<file path="src/satp_pkg.sv">
// ----------------------------------------------------------------------------
// satp_pkg
// Shared types, codes and constants of the sprite animation table parser.
// ----------------------------------------------------------------------------
package satp_pkg;

  // Defaults of the top-level parameters
  localparam int unsigned MAX_STATES_DEF  = 16;
  localparam int unsigned MAX_FRAMES_DEF  = 16;
  localparam int unsigned OFFSET_BITS_DEF = 16;

  // Blob layout
  localparam int unsigned HDR_BYTES     = 8;
  localparam int unsigned PART_BYTES    = 4;
  localparam int unsigned MIN_LEN       = 3;
  localparam int unsigned PART_CNT_BYTE = 6;

  // Result queue
  localparam int unsigned QDEPTH = 4;
  localparam int unsigned QAW    = $clog2(QDEPTH);

  // APB register map
  localparam int unsigned PADDR_W  = 3;
  localparam int unsigned PDATA_W  = 32;
  localparam logic        REG_MAGIC_FIRST  = 1'b0;
  localparam logic        REG_MAGIC_SECOND = 1'b1;

  // Record kinds
  localparam logic REC_FRAME  = 1'b0;
  localparam logic REC_STATUS = 1'b1;

  typedef enum logic [2:0] {
    PH_MAGIC0 = 3'd0,
    PH_MAGIC1 = 3'd1,
    PH_COUNT  = 3'd2,
    PH_FCOUNT = 3'd3,
    PH_HEADER = 3'd4,
    PH_PARTS  = 3'd5,
    PH_DONE   = 3'd6,
    PH_ERROR  = 3'd7
  } satp_phase_e;

  typedef enum logic [2:0] {
    ST_OK        = 3'd0,
    ST_SHORT     = 3'd1,
    ST_BAD_MAGIC = 3'd2,
    ST_BAD_COUNT = 3'd3,
    ST_TRUNC     = 3'd4,
    ST_OVERFLOW  = 3'd5
  } satp_status_e;

  typedef struct packed {
    logic [7:0] data_byte;
    logic       is_final;
  } satp_in_t;

  typedef struct packed {
    logic        record_kind;
    logic [2:0]  status_code;
    logic [3:0]  state_index;
    logic [3:0]  slot_num;
    logic [15:0] frame_offset;
    logic [7:0]  part_count;
    logic [4:0]  drawable_count;
    logic [4:0]  states_found;
    logic        last_of_run;
  } satp_out_t;

  // Which records one transaction produces
  typedef struct packed {
    logic frame_vld;
    logic stat_vld;
  } satp_emit_t;

  function automatic logic [4:0] sat31(input logic [7:0] v);
    sat31 = (v > 8'd31) ? 5'd31 : v[4:0];
  endfunction

endpackage

</file>
<file path="src/satp_parse.sv">
// ----------------------------------------------------------------------------
// satp_parse
// Parser state and its registered update for one blob byte; produces the
// frame record and the status record that the byte may cause.
// ----------------------------------------------------------------------------
module satp_parse #(
  parameter int unsigned MAX_STATES  = satp_pkg::MAX_STATES_DEF,
  parameter int unsigned MAX_FRAMES  = satp_pkg::MAX_FRAMES_DEF,
  parameter int unsigned OFFSET_BITS = satp_pkg::OFFSET_BITS_DEF
) (
  input  logic                clk_i,
  input  logic                rst_ni,
  input  logic                adv_i,
  input  satp_pkg::satp_in_t  in_i,
  input  logic [7:0]          magic_first_i,
  input  logic [7:0]          magic_second_i,
  output satp_pkg::satp_emit_t emit_o,
  output satp_pkg::satp_out_t frame_rec_o,
  output satp_pkg::satp_out_t stat_rec_o
);

  satp_pkg::satp_phase_e  phase_q, phase_d;
  satp_pkg::satp_status_e err_q, err_d, status;
  logic [OFFSET_BITS:0]   pos_q, pos_d;
  logic [OFFSET_BITS-1:0] fstart_q, fstart_d;
  logic [7:0]             decl_q, decl_d;
  logic [7:0]             cur_q, cur_d;
  logic [7:0]             fleft_q, fleft_d;
  logic [7:0]             slot_q, slot_d;
  logic [2:0]             hidx_q, hidx_d;
  logic [9:0]             pbl_q, pbl_d;
  logic [7:0]             fparts_q, fparts_d;
  logic [7:0]             clamp_q, clamp_d;

  logic       pos_ok;
  logic       do_finish;
  logic [7:0] b;
  logic [7:0] nxt_state;
  satp_pkg::satp_phase_e nxt_phase;

  always_ff @(posedge clk_i or negedge rst_ni) begin
    if (!rst_ni) begin
      phase_q  <= satp_pkg::PH_MAGIC0;
      err_q    <= satp_pkg::ST_OK;
      pos_q    <= '0;
      fstart_q <= '0;
      decl_q   <= '0;
      cur_q    <= '0;
      fleft_q  <= '0;
      slot_q   <= '0;
      hidx_q   <= '0;
      pbl_q    <= '0;
      fparts_q <= '0;
      clamp_q  <= '0;
    end else if (adv_i) begin
      phase_q  <= phase_d;
      err_q    <= err_d;
      pos_q    <= pos_d;
      fstart_q <= fstart_d;
      decl_q   <= decl_d;
      cur_q    <= cur_d;
      fleft_q  <= fleft_d;
      slot_q   <= slot_d;
      hidx_q   <= hidx_d;
      pbl_q    <= pbl_d;
      fparts_q <= fparts_d;
      clamp_q  <= clamp_d;
    end
  end

  assign b         = in_i.data_byte;
  assign pos_ok    = !pos_q[OFFSET_BITS];
  assign nxt_state = cur_q + 8'd1;
  assign nxt_phase = (nxt_state >= decl_q) ? satp_pkg::PH_DONE : satp_pkg::PH_FCOUNT;

  always_comb begin
    phase_d   = phase_q;
    err_d     = err_q;
    pos_d     = pos_q;
    fstart_d  = fstart_q;
    decl_d    = decl_q;
    cur_d     = cur_q;
    fleft_d   = fleft_q;
    slot_d    = slot_q;
    hidx_d    = hidx_q;
    pbl_d     = pbl_q;
    fparts_d  = fparts_q;
    clamp_d   = clamp_q;
    do_finish = 1'b0;
    emit_o    = '0;
    status    = satp_pkg::ST_OK;

    unique case (phase_q)
      satp_pkg::PH_MAGIC0: begin
        if (b != magic_first_i) begin
          err_d   = satp_pkg::ST_BAD_MAGIC;
          phase_d = satp_pkg::PH_ERROR;
        end else begin
          phase_d = satp_pkg::PH_MAGIC1;
        end
      end
      satp_pkg::PH_MAGIC1: begin
        if (b != magic_second_i) begin
          err_d   = satp_pkg::ST_BAD_MAGIC;
          phase_d = satp_pkg::PH_ERROR;
        end else begin
          phase_d = satp_pkg::PH_COUNT;
        end
      end
      satp_pkg::PH_COUNT: begin
        decl_d = b;
        if (b == 8'd0 || b > 8'(MAX_STATES)) begin
          err_d   = satp_pkg::ST_BAD_COUNT;
          phase_d = satp_pkg::PH_ERROR;
        end else begin
          cur_d   = '0;
          phase_d = satp_pkg::PH_FCOUNT;
        end
      end
      satp_pkg::PH_FCOUNT: begin
        fleft_d = b;
        clamp_d = (b > 8'(MAX_FRAMES)) ? 8'(MAX_FRAMES) : b;
        slot_d  = '0;
        if (b == 8'd0) begin
          // state without frames: move straight on
          cur_d   = nxt_state;
          phase_d = nxt_phase;
        end else begin
          phase_d = satp_pkg::PH_HEADER;
          hidx_d  = '0;
        end
      end
      satp_pkg::PH_HEADER: begin
        if (hidx_q == 3'd0 && !pos_ok) begin
          err_d   = satp_pkg::ST_OVERFLOW;
          phase_d = satp_pkg::PH_ERROR;
        end else begin
          if (hidx_q == 3'd0) fstart_d = pos_q[OFFSET_BITS-1:0];
          if (hidx_q == 3'(satp_pkg::PART_CNT_BYTE)) fparts_d = b;
          if (hidx_q == 3'(satp_pkg::HDR_BYTES - 1)) begin
            pbl_d = 10'(fparts_q) * 10'(satp_pkg::PART_BYTES);
            if (fparts_q == 8'd0) do_finish = 1'b1;
            else phase_d = satp_pkg::PH_PARTS;
          end else begin
            hidx_d = hidx_q + 3'd1;
          end
        end
      end
      satp_pkg::PH_PARTS: begin
        pbl_d = pbl_q - 10'd1;
        if (pbl_d == 10'd0) do_finish = 1'b1;
      end
      satp_pkg::PH_DONE: begin
        // ignore trailing bytes
      end
      satp_pkg::PH_ERROR: begin
        // hold until the final byte
      end
    endcase

    if (do_finish) begin
      emit_o.frame_vld = (slot_q < 8'(MAX_FRAMES));
      if (slot_q != 8'hFF) slot_d = slot_q + 8'd1;
      fleft_d = fleft_q - 8'd1;
      if (fleft_d == 8'd0) begin
        cur_d   = nxt_state;
        phase_d = nxt_phase;
      end else begin
        phase_d = satp_pkg::PH_HEADER;
        hidx_d  = '0;
      end
    end

    if (pos_ok) pos_d = pos_q + (OFFSET_BITS+1)'(1);

    if (pos_q < (OFFSET_BITS+1)'(satp_pkg::MIN_LEN - 1)) status = satp_pkg::ST_SHORT;
    else if (err_d != satp_pkg::ST_OK) status = err_d;
    else if (phase_d != satp_pkg::PH_DONE) status = satp_pkg::ST_TRUNC;
    else status = satp_pkg::ST_OK;

    stat_rec_o                = '0;
    stat_rec_o.record_kind    = satp_pkg::REC_STATUS;
    stat_rec_o.status_code    = status;
    stat_rec_o.states_found   = satp_pkg::sat31(decl_d);
    stat_rec_o.last_of_run    = 1'b1;

    if (in_i.is_final) begin
      emit_o.stat_vld = 1'b1;
      // return to the reset state for the next blob
      phase_d  = satp_pkg::PH_MAGIC0;
      err_d    = satp_pkg::ST_OK;
      pos_d    = '0;
      fstart_d = '0;
      decl_d   = '0;
      cur_d    = '0;
      fleft_d  = '0;
      slot_d   = '0;
      hidx_d   = '0;
      pbl_d    = '0;
      fparts_d = '0;
      clamp_d  = '0;
    end
  end

  always_comb begin
    frame_rec_o                = '0;
    frame_rec_o.record_kind    = satp_pkg::REC_FRAME;
    frame_rec_o.state_index    = cur_q[3:0];
    frame_rec_o.slot_num       = slot_q[3:0];
    frame_rec_o.frame_offset   = 16'(fstart_q);
    frame_rec_o.part_count     = fparts_q;
    frame_rec_o.drawable_count = satp_pkg::sat31(clamp_q);
    frame_rec_o.last_of_run    = !in_i.is_final;
  end

endmodule

</file>
<file path="src/sprite_anim_table_parser_core.sv">
// ----------------------------------------------------------------------------
// sprite_anim_table_parser_core
// Streaming parser of a sprite animation blob with an APB register port.
// ----------------------------------------------------------------------------
// The blob enters one byte per transaction; the parser takes a new byte in
// every cycle that input stall is low, each byte updating the parser state.
// Its frame and status records go into a four-entry result queue that the
// output channel drains one record per cycle while out_stall_i is low. Input
// stall rises only while that queue holds more than two records, so a byte
// causing two records (the last frame plus the status on the final byte)
// always finds room for both. Magic registers sit at byte addresses 0 and 4;
// the user must write them only while the parser is idle; it is not enforced.
module sprite_anim_table_parser_core #(
  parameter int unsigned MAX_STATES  = satp_pkg::MAX_STATES_DEF,
  parameter int unsigned MAX_FRAMES  = satp_pkg::MAX_FRAMES_DEF,
  parameter int unsigned OFFSET_BITS = satp_pkg::OFFSET_BITS_DEF
) (
  input  logic                          clk_i,
  input  logic                          rst_ni,
  input  logic                          in_valid_i,
  output logic                          in_stall_o,
  input  satp_pkg::satp_in_t            in_data_i,
  output logic                          out_valid_o,
  input  logic                          out_stall_i,
  output satp_pkg::satp_out_t           out_data_o,
  input  logic                          psel,
  input  logic                          penable,
  input  logic                          pwrite,
  input  logic [satp_pkg::PADDR_W-1:0]  paddr,
  input  logic [satp_pkg::PDATA_W-1:0]  pwdata,
  output logic [satp_pkg::PDATA_W-1:0]  prdata,
  output logic                          pready
);

  localparam int unsigned QAW = satp_pkg::QAW;

  logic [7:0] magic_first_q, magic_second_q;
  logic       cfg_wr;

  satp_pkg::satp_emit_t emit;
  satp_pkg::satp_out_t  frame_rec, stat_rec;
  logic                 adv, pop;

  satp_pkg::satp_out_t  queue_q [satp_pkg::QDEPTH];
  logic [QAW-1:0]       head_q, tail_q, stat_idx;
  logic [QAW:0]         cnt_q, cnt_d;
  logic [1:0]           n_push;

  // Configuration port
  assign pready = 1'b1;
  assign cfg_wr = psel && penable && pwrite;

  always_ff @(posedge clk_i or negedge rst_ni) begin
    if (!rst_ni) begin
      magic_first_q  <= '0;
      magic_second_q <= '0;
    end else if (cfg_wr) begin
      unique case (paddr[2])
        satp_pkg::REG_MAGIC_FIRST:  magic_first_q  <= pwdata[7:0];
        satp_pkg::REG_MAGIC_SECOND: magic_second_q <= pwdata[7:0];
      endcase
    end
  end

  always_comb begin
    unique case (paddr[2])
      satp_pkg::REG_MAGIC_FIRST:  prdata = satp_pkg::PDATA_W'(magic_first_q);
      satp_pkg::REG_MAGIC_SECOND: prdata = satp_pkg::PDATA_W'(magic_second_q);
    endcase
  end

  // Parser
  assign in_stall_o = (cnt_q > (QAW+1)'(satp_pkg::QDEPTH - 2));
  assign adv        = in_valid_i && !in_stall_o;

  satp_parse #(
    .MAX_STATES (MAX_STATES),
    .MAX_FRAMES (MAX_FRAMES),
    .OFFSET_BITS(OFFSET_BITS)
  ) u_parse (
    .clk_i         (clk_i),
    .rst_ni        (rst_ni),
    .adv_i         (adv),
    .in_i          (in_data_i),
    .magic_first_i (magic_first_q),
    .magic_second_i(magic_second_q),
    .emit_o        (emit),
    .frame_rec_o   (frame_rec),
    .stat_rec_o    (stat_rec)
  );

  // Result queue
  assign out_valid_o = (cnt_q != '0);
  assign out_data_o  = queue_q[head_q];
  assign pop         = out_valid_o && !out_stall_i;
  assign n_push      = adv ? (2'(emit.frame_vld) + 2'(emit.stat_vld)) : 2'd0;
  assign stat_idx    = emit.frame_vld ? tail_q + QAW'(1) : tail_q;
  assign cnt_d       = cnt_q + (QAW+1)'(n_push) - (QAW+1)'(pop);

  always_ff @(posedge clk_i or negedge rst_ni) begin
    if (!rst_ni) begin
      head_q <= '0;
      tail_q <= '0;
      cnt_q  <= '0;
    end else begin
      if (pop) head_q <= head_q + QAW'(1);
      tail_q <= tail_q + QAW'(n_push);
      cnt_q  <= cnt_d;
    end
  end

  always_ff @(posedge clk_i) begin
    if (adv && emit.frame_vld) queue_q[tail_q]   <= frame_rec;
    if (adv && emit.stat_vld)  queue_q[stat_idx] <= stat_rec;
  end

  // Assertions
  a_cnt_bound: assert property (@(posedge clk_i) disable iff (!rst_ni)
    cnt_q <= (QAW+1)'(satp_pkg::QDEPTH))
    else $error("result queue overflow");

  a_room_on_accept: assert property (@(posedge clk_i) disable iff (!rst_ni)
    adv |-> (cnt_q <= (QAW+1)'(satp_pkg::QDEPTH - 2)))
    else $error("byte accepted without room for two records");

  a_final_gives_status: assert property (@(posedge clk_i) disable iff (!rst_ni)
    (adv && in_data_i.is_final) |=> out_valid_o)
    else $error("final byte produced no status record");

  a_status_last: assert property (@(posedge clk_i) disable iff (!rst_ni)
    (out_valid_o && out_data_o.record_kind == satp_pkg::REC_STATUS)
      |-> out_data_o.last_of_run)
    else $error("status record not marked last");

endmodule
</file>
<file path="config.mk">
export PLATFORM = sky130hd
export DESIGN_NAME = sprite_anim_table_parser_core
export DESIGN_NICKNAME = d
export VERILOG_FILES = /design/src/satp_pkg.sv /design/src/satp_parse.sv /design/src/sprite_anim_table_parser_core.sv
export SDC_FILE = /design/constraint.sdc
export NUM_CORES = 1
export LEC_CHECK = 0
export BUFFER_PORTS_ARGS = -buffer_cell sky130_fd_sc_hd__buf_2
export CORE_ASPECT_RATIO = 0.8
export CORE_UTILIZATION = 30
export CTS_BUF_LIST = sky130_fd_sc_hd__clkbuf_8 sky130_fd_sc_hd__clkbuf_16
export CTS_CLUSTER_SIZE = 25
export DETAILED_ROUTE_END_ITERATION = 6
export PLACE_DENSITY = 0.54
export SYNTH_ARGS = -nofsm -noshare
export SYNTH_HDL_FRONTEND = slang
export SYNTH_SLANG_ARGS = --single-unit
export TNS_END_PERCENT = 20
</file>
<file path="constraint.sdc">
create_clock -name clk_i -period 6.9 [get_ports clk_i]
set_input_delay 1.38 -clock clk_i [delete_from_list [all_inputs] [get_ports clk_i]]
set_output_delay 1.38 -clock clk_i [all_outputs]
set_load 0.03 [all_outputs]
</file>
* After elaboration in Yosys (flattened, before gate mapping)
Memory sizes are Yosys's and may differ from the RTL's. Cells that the tools add are included.
Cells by class: equal/unequal tests 15, magnitude comparators 7, bitwise logic cells 1, $add $sub $neg 12, multiplexer cells 76, reduce and logical (&&, ||, !) cells 33
Operators by type and width (count):
- $mux W8 | 21
- $mux W3 | 25
- $mux W16 | 4
- $pmux W32 S2 | 1
- $mux W17 | 2
- $mux W10 | 3
- $gt A8 B5 Y1 const B | 3
- $logic_not A8 Y1 | 3
- $pmux W10 S2 | 1
- $add A17 B1 Y17 const B | 1
- $lt A17 B2 Y1 const B | 1
- $add A8 B1 Y8 const B | 2
- $ne A8 B8 Y1 | 2
- $pmux W8 S2 | 1
- $pmux W3 S5 | 1
- $eq A3 B3 Y1 const B | 4
- $pmux W3 S4 | 1
- $reduce_and A4 Y1 | 3
- $reduce_bool A3 Y1 | 4
- $logic_not A10 Y1 | 1
- $mux W1 | 10
- $mux W5 | 2
- $reduce_and A2 Y1 | 5
- $sub A10 B1 Y10 const B | 1
- 25 further kinds | 42
Storage, ports and cells: memory bits (writable) 188, output and inout bits 82, register bits 123, memories kept 1, input port bits 51
Memories:
- queue_q | depth 4, width 47, rd ports 1, clocked after Yosys merged registers in 0, wr ports 2, line sprite_anim_table_parser_core.sv:44 | satp_pkg::satp_out_t queue_q [satp_pkg::QDEPTH];

* Logic depth before layout (Yosys ltp)
Gate-level depths: netlist (run 1).
word-level depth 10, gate-level depth with buffers 17

* Modules after synthesis
A second synthesis (run 1) with hierarchy kept.
Second synthesis, totals: cell total of the unflattened synthesis 1303, area total of the unflattened synthesis 17093.9 um^2
By module, submodules not included:
- sprite_anim_table_parser_core | seq. area each 6221.0 um^2, area an instance 10642.7 um^2, cells each 590, instances 1
- satp_parse | seq. area each 2502.4 um^2, area an instance 6451.2 um^2, cells each 713, instances 1

* Worst setup path after synthesis (run 1)
OpenSTA, ideal clock, no wires.
path kind input to register, start point input port in_valid_i, end point register cnt_q[2], data arrival time 3467 ps, stages 12, setup time 123 ps, path buffers 3, data required time 6777 ps, path slack 3311 ps, cell sequence and2_1 clkbuf_1 clkbuf_1 clkbuf_1 nand2_1 ha_1 inv_1 ha_1 inv_1 fa_1 xor2_1 xnor2_1
Between the ends: cells in the longest elaborated chain, start to end 4
RTL lines:
- start, declared | line sprite_anim_table_parser_core.sv:20 | input logic in_valid_i,
- $logic_and A1 B1 Y1 | line sprite_anim_table_parser_core.sv:74 | assign adv = in_valid_i && !in_stall_o;
- $mux W2 | line sprite_anim_table_parser_core.sv:96 | assign n_push = adv ? (2'(emit.frame_vld) + 2'(emit.stat_vld)) : 2'd0;
- $add A3 B2 Y3 | line sprite_anim_table_parser_core.sv:98 | assign cnt_d = cnt_q + (QAW+1)'(n_push) - (QAW+1)'(pop);
- $sub A3 B1 Y3 | line sprite_anim_table_parser_core.sv:98
- via cnt_d[2] | line sprite_anim_table_parser_core.sv:46 | logic [QAW:0] cnt_q, cnt_d;
- end signal, assigned | line sprite_anim_table_parser_core.sv:108 | cnt_q <= cnt_d;
- end, declared | line sprite_anim_table_parser_core.sv:46
The timed path passes the listed nets, and every way through them passes these cells. A chain may end at the register's enable or synchronous reset.

* Worst setup path in the final report (run 1)
start point register u_parse.pbl_q[0], end point register cnt_q[2]
Between the ends: cells in the longest elaborated chain, start to end 9
RTL lines:
- start, declared | line satp_parse.sv:31 | logic [9:0] pbl_q, pbl_d;
- start signal, assigned | line satp_parse.sv:65 | pbl_q <= pbl_d;
- $sub A10 B1 Y10 | line satp_parse.sv:150 | pbl_d = pbl_q - 10'd1;
- $logic_not A10 Y1 | line satp_parse.sv:151 | if (pbl_d == 10'd0) do_finish = 1'b1;
- $mux W1 | line satp_parse.sv:151
- $pmux W1 S2 | line satp_parse.sv:93 | unique case (phase_q)
- $mux W1 | line satp_parse.sv:161 | if (do_finish) begin
- $add A1 B1 Y2 | line sprite_anim_table_parser_core.sv:96
- $mux W2 | line sprite_anim_table_parser_core.sv:96
- $add A3 B2 Y3 | line sprite_anim_table_parser_core.sv:98
- $sub A3 B1 Y3 | line sprite_anim_table_parser_core.sv:98
- via cnt_d[2] | line sprite_anim_table_parser_core.sv:46
The timed path passes the listed nets, and every way through them passes these cells.

==> results of run 1 <==
==> routing by layer <==
layer / vias to the layer above / wire length [µm] / GRT usage, %
met1: 6200 / 21100 / 24.3
met5: - / 0 / 0
met2: 354 / 19900 / 26.1
met4: 0 / 792 / 4.72
met3: 53 / 2580 / 3.04
li1: 5825 / - / -
==> where the power goes <==
group / leakage (nW) / total, mW / switching, mW / internal, mW
sequential: 3.17 / 2.28 / 0.249 / 2.03
clock: 0.657 / 1.98 / 0.813 / 1.16
combinational: 3.17 / 1.57 / 0.993 / 0.578
==> worst paths after layout <==
path / from / end / slack, ns / depth (start not counted)
max reg2reg: u_parse.pbl_q[0] / cnt_q[2] / 2.30 / 17
min reg2reg: queue_q[1][39] / queue_q[1][39] / 0.45 / 2
max: u_parse.pbl_q[0] / cnt_q[2] / 2.30 / 17
min in group asynchronous: rst_ni / magic_first_q[1] / 0.96 / 1
min: queue_q[1][39] / queue_q[1][39] / 0.45 / 2
max in group asynchronous: rst_ni / u_parse.fstart_q[1] / 4.61 / 2
==> stage by stage <==
step	power [mW]	instance area, µm²	cells	worst slack [ns]	hold slack, ns
after CTS	5.89	17500	2399	2.31	0.451
after global routing	6.15	17500	2399	1.91	0.463
after detailed placement	3.89	16300	2329	2.31	0.439
after global placement	3.86	16300	2329	2.34	0.430
final	5.83	17500	2399	2.30	0.450
after floorplan	3.45	15600	1685	3.31	0.418
==> critical path: cells and delay by family, from the launching register on <==
| kind | cells | cell delay [ns] |
|---|---|---|
| adder cells (fa/ha/maj) | 5 | 1.35 |
| flip-flops | 1 | 0.41 |
| AO/OA/AOI/OAI | 2 | 0.95 |
| AND/OR/NAND/NOR | 4 | 1.11 |
| XOR/XNOR | 3 | 0.41 |
| buffers and inverters | 3 | 0.23 |
==> cell families after synthesis <==
family | Yosys count
and+or+nand+nor | 643
AOI/OAI and AO/OA | 378
xor gates and xnor gates | 39
DFF | 311
buffers and inverters | 180
muxes | 81
other | 2
adders and majority gates | 28
==> state kept, by name, summed over array words and instances, names as in the netlist, 8 cells and up <==
| register | flops |
|---|---|
| u_parse.pos_q | 17 |
| u_parse.fstart_q | 16 |
| u_parse.clamp_q | 8 |
| u_parse.cur_q | 8 |
| u_parse.fparts_q | 8 |
| magic_second_q | 8 |
| queue_q | 188 |
| u_parse.pbl_q | 10 |
| u_parse.slot_q | 8 |
| magic_first_q | 8 |
| u_parse.decl_q | 8 |
| u_parse.fleft_q | 8 |
==> cells in the mapped netlist, drive strengths merged (13+ instances only) <==
master | n | area [µm²]
ha | 27 | 338
edfxtp | 32 | 961
clkbuf | 58 | 218
nor3 | 26 | 130
dfxtp | 156 | 3120
a21oi | 195 | 1230
inv | 37 | 139
mux4 | 47 | 1060
nand3 | 38 | 200
xnor2 | 16 | 140
dfrtp | 123 | 3080
o21ai | 82 | 410
nor4 | 20 | 146
nand2 | 391 | 1470
a211oi | 13 | 97.6
mux2 | 27 | 304
buf | 85 | 606
xor2 | 23 | 201
nor2 | 87 | 329
==> final cells by class <==
class,count,area share [%]
clock buffers,49,6.30
inverters,37,0.793
well taps,684,4.89
repair buffers,103,3.27
multi-input cells,1194,43.0
clock inverters,21,0.793
flip-flops and latches,311,40.9
==> results_dict.tcl, run 1 <==
set metrics [dict create \
    outcome "finished, final reports clean" \
    wl_per_cell_um 18.5 \
    die_x_um 257 \
    timing.final.setup_violations 0 \
    core_um2 51100 \
    vias_per_cell 5.18 \
    cts_hold_buf 0 \
    gp_congestion 0.878 \
    cts_tree "done" \
    layout-drive-gt1-share_pct 19.3 \
    grt_overflow 0 \
    final_common_cell "nand2_1" \
    antenna_cells 0 \
    io_pins 133 \
    cts_setup_buffers 0 \
    grt_max_degree 74 \
    critPathMostFrequentCell "ha_1" \
    cp-end-kind "flop" \
    final_util_pct 34.3 \
    yosysWarnings 0 \
    slew_violations 0 \
    synth_seq_cells 311 \
    tns_ns 0 \
    syn-cell-area_um2 15600 \
    route.vias.total 12400 \
    fin_crit_sh_pct 66.7 \
    finalNetCount 1764 \
    clk_latency_ns 0.56 \
    drc_errors 0 \
    die_height_um 206 \
    clockBufferDepth 3 \
    antenna_found_initial 0 \
    cp_cell_sequence "inv_1 -> ha_1 -> nor4b_2 -> xor2_1 -> o31ai_1 -> a21o_1 -> nand2b_1 -> nor4_1 -> ha_1 -> nand2_1 -> ha_1 -> inv_1 -> ha_1 -> inv_1 -> fa_1 -> xor2_1 -> xnor2_1" \
    yosysUniqueCellTypes 74 \
    worstSetupPathType "reg -> reg" \
    area_delta_synth_final_pct 12.5 \
    hold_class "reg -> reg" \
    leakage_nw 6.99 \
    critPathSlowestCell "nor4_1" \
    synth_cells 1662 \
    fillers 5245 \
    synthSimpleGateAreaFrac_pct 18.3 \
    p_per_area_nw_per_um2 333 \
    clock_sinks 311 \
    final_cell_mix "nand2_1, dfxtp_1, a21oi_1" \
    synth-xor-area-share_pct 2.20 \
    cts.htree.levels 2 \
    peakVddDrop_mv 0.169 \
    initial_utilization_pct 30.4 \
    die-area_um2 52800 \
    io_buffers 81 \
    firstDrtPassIters 5 \
    rsz0062_at_grt "no" \
    routed_wl_mm 44.5 \
    synth_ff_type "dfxtp_1" \
    synthAdderAreaFrac_pct 2.30 \
    cts_made_buffers 38 \
    place_hpwl_mm 27.7 \
    seqCellArea_um2 7170 \
    multi_input_area_um2 7530 \
    drv_cap 0 \
    cp.required_ns 7.33 \
    slowest_delay_ns 0.64 \
    clkTransAtPathRegs_ns 0.06 \
    post_cts_resized 0 \
    synth-compound-area-share_pct 15.7 \
    initialDrtViolationCount 1295 \
    crit_arrival_ns 5.03 \
    drtAntennaViolNets 0 \
    grt_pass1_vias 11900 \
    fmax_mhz 217 \
    yosysSeqAreaShare_pct 46.0 \
    grt_pass1_wl_mm 70.3 \
    synth_top_family_by_area "simple AND/OR/NAND/NOR gates" \
    ys_async_sr_fraction_pct 39.5 \
    cts-root-buf "clkbuf_16" \
    startpoint_type "flop" \
    cp_max_fo 15 \
    muxShareOfSynthArea_pct 9.29 \
    avgSynthCellArea_um2 9.36 \
    hold_viol 0 \
    synth_edf_count 32 \
    worst_slew_pin_slew_ns 1.20 \
    skew_ns 0.0281 \
    grt.total_usage_pct 17.0 \
    core.rowCount 74 \
    layout_min_cycle_time_ns 4.60 \
    max-slew-margin-rel_pct 18.8 \
]
(Power assumes the default switching activity.)
==> run 2: changes to the inputs <==
Clock period 6.9 ns to 4.7 ns, I/O delays scaled along.
==> run 2 against run 1 <==
Compared with the run above: power increased by 47%; routed wire length decreased by 1.0%; core utilization up 0.24 points; cell count grew 0.50%; sequential power grew 51%; register-to-register slack lost 1.4 ns; critical path type unchanged; largest power group unchanged.
==> results_dict.tcl, run 2 (synthesis gave the netlist of run 1 again) <==
set metrics [dict create \
    cts_made_buffers 37 \
    final_common_cell "nand2_1" \
    met1_usage_pct 23.8 \
    layout_min_cycle_time_ns 3.84 \
    cts.htree.levels 2 \
    timing.final.setup_violations 0 \
    cp-end-kind "flop" \
    r2r_setup_slack_ns 0.86 \
    dp.cells 2343 \
    clkTransAtPathRegs_ns 0.06 \
    post_cts_resized 0 \
    firstDrtPassIters 5 \
    antenna_found_initial 0 \
    core_um2 51100 \
    initialDrtViolationCount 899 \
    gp_congestion 0.893 \
    grt_overflow 0 \
    clk_latency_ns 0.56 \
    tns_ns 0 \
    drv_cap 0 \
    timing.hold.ws_ns 0.444 \
    hold_depth 2 \
    cts_hold_buf 0 \
    io_buffers 81 \
    reg_top3 "queue_q x188, u_parse.pos_q x17, u_parse.fstart_q x16" \
    worst_hold_path.endpoint "queue_q[3][46]" \
    reg2reg_to "cnt_q[2]" \
    wl_per_cell_um 18.2 \
    cp.required_ns 5.13 \
    slew_violations 0 \
    initial_utilization_pct 30.4 \
    p_per_area_nw_per_um2 486 \
    vias_per_cell 5.12 \
    area_delta_synth_final_pct 13.3 \
    routed_wl_mm 44.0 \
    worst_slew_pin_slew_ns 1.08 \
    regMostFlops "queue_q" \
    ff2ff_path_depth 18 \
    hold_viol 0 \
    cts_setup_buffers 0 \
    die_x_um 257 \
    fin_crit_sh_pct 81.6 \
    antenna_cells 0 \
    r2r_start "u_parse.pbl_q[0]" \
    rsz0062_at_grt "no" \
    grt_pass1_wl_mm 69.9 \
    startpoint "u_parse.pbl_q[0]" \
    final_cell_mix "nand2_1, dfxtp_1, a21oi_1" \
    cts_tree "done" \
    largest_reg_flops 188 \
    peakVddDrop_mv 0.236 \
    top_usage_layer "met2" \
    grt_use_met2_pct 26.3 \
    route.vias.total 12300 \
    stdcell_count 2411 \
    core.rowCount 74 \
    clock_sinks 311 \
    hold_class "reg -> reg" \
    startpoint_type "flop" \
    max-slew-margin-rel_pct 27.6 \
    drc_errors 0 \
    worstHoldStart "queue_q[3][46]" \
    skew_ns 0.0229 \
    io_pins 133 \
    fmax_mhz 261 \
    leakage_nw 7.06 \
    finalNetCount 1777 \
    gr-usage-met3_pct 2.20 \
    layout-drive-gt1-share_pct 19.8 \
    crit_arrival_ns 4.27 \
    cts-root-buf "clkbuf_16" \
    place_hpwl_mm 28.6 \
    worstSetupPathType "reg -> reg" \
    drtAntennaViolNets 0 \
    grt_pass1_vias 11900 \
    die-area_um2 52800 \
    grt.total_usage_pct 16.8 \
    cp_max_fo 5 \
    clockBufferDepth 3 \
    die_height_um 206 \
    outcome "finished, final reports clean" \
    final_util_pct 34.5 \
    grt_max_degree 67 \
]
## run 2: worst max-delay path by stage
stage	slack [ns]	end
6_report	0.86	cnt_q[2]
5_1_grt	0.46	cnt_q[2]
4_1_cts	0.89	cnt_q[2]
3_5_place_dp	0.93	cnt_q[2]
3_3_place_gp	0.95	cnt_q[2]
2_1_floorplan	1.38	cnt_q[2]
## run 2: per-stage QoR
step                      cell area [µm²]  worst slack [ns]  power, mW
after floorplan                     15600              1.38       5.06
after global placement              16400             0.949       5.71
after detailed placement            16400             0.928       5.75
after CTS                           17600             0.886       8.67
after global routing                17600             0.459       9.06
final                               17600             0.865       8.58
## run 2: final cells by class
cell class | count | area, µm²
repair buffers | 117 | 691
clock buffers | 50 | 1120
clock inverters | 18 | 133
fillers | 5215 | 33500
multi-input cells | 1194 | 7530
well taps | 684 | 856
flip-flops and latches | 311 | 7170
inverters | 37 | 139
## run 2: metal layers
metal / routed length [µm] / vias up
met4: 1150 / 0
met2: 19800 / 334
met1: 20800 / 6074
li1: - / 5858
met3: 2280 / 70
met5: 0 / -
## run 2: power by group
part | total [mW] | internal (mW) | switching (mW)
Clock | 2.89 | 1.73 | 1.17
Sequential | 3.44 | 2.98 | 0.463
Combinational | 2.24 | 0.870 | 1.37
## run 2: worst max-delay path, stage by stage, from the launching register on
cell,delay [ns]
dfrtp_1,0.42
inv_1,0.13
ha_1,0.24
nor4b_2,0.25
xor2_1,0.12
o31ai_1,0.42
a21o_1,0.21
nand2b_1,0.08
nor4_1,0.20
buf_4,0.19
ha_1,0.22
nand2_1,0.10
ha_1,0.23
inv_1,0.06
ha_1,0.13
inv_1,0.05
fa_1,0.37
xor2_1,0.17
xnor2_1,0.13
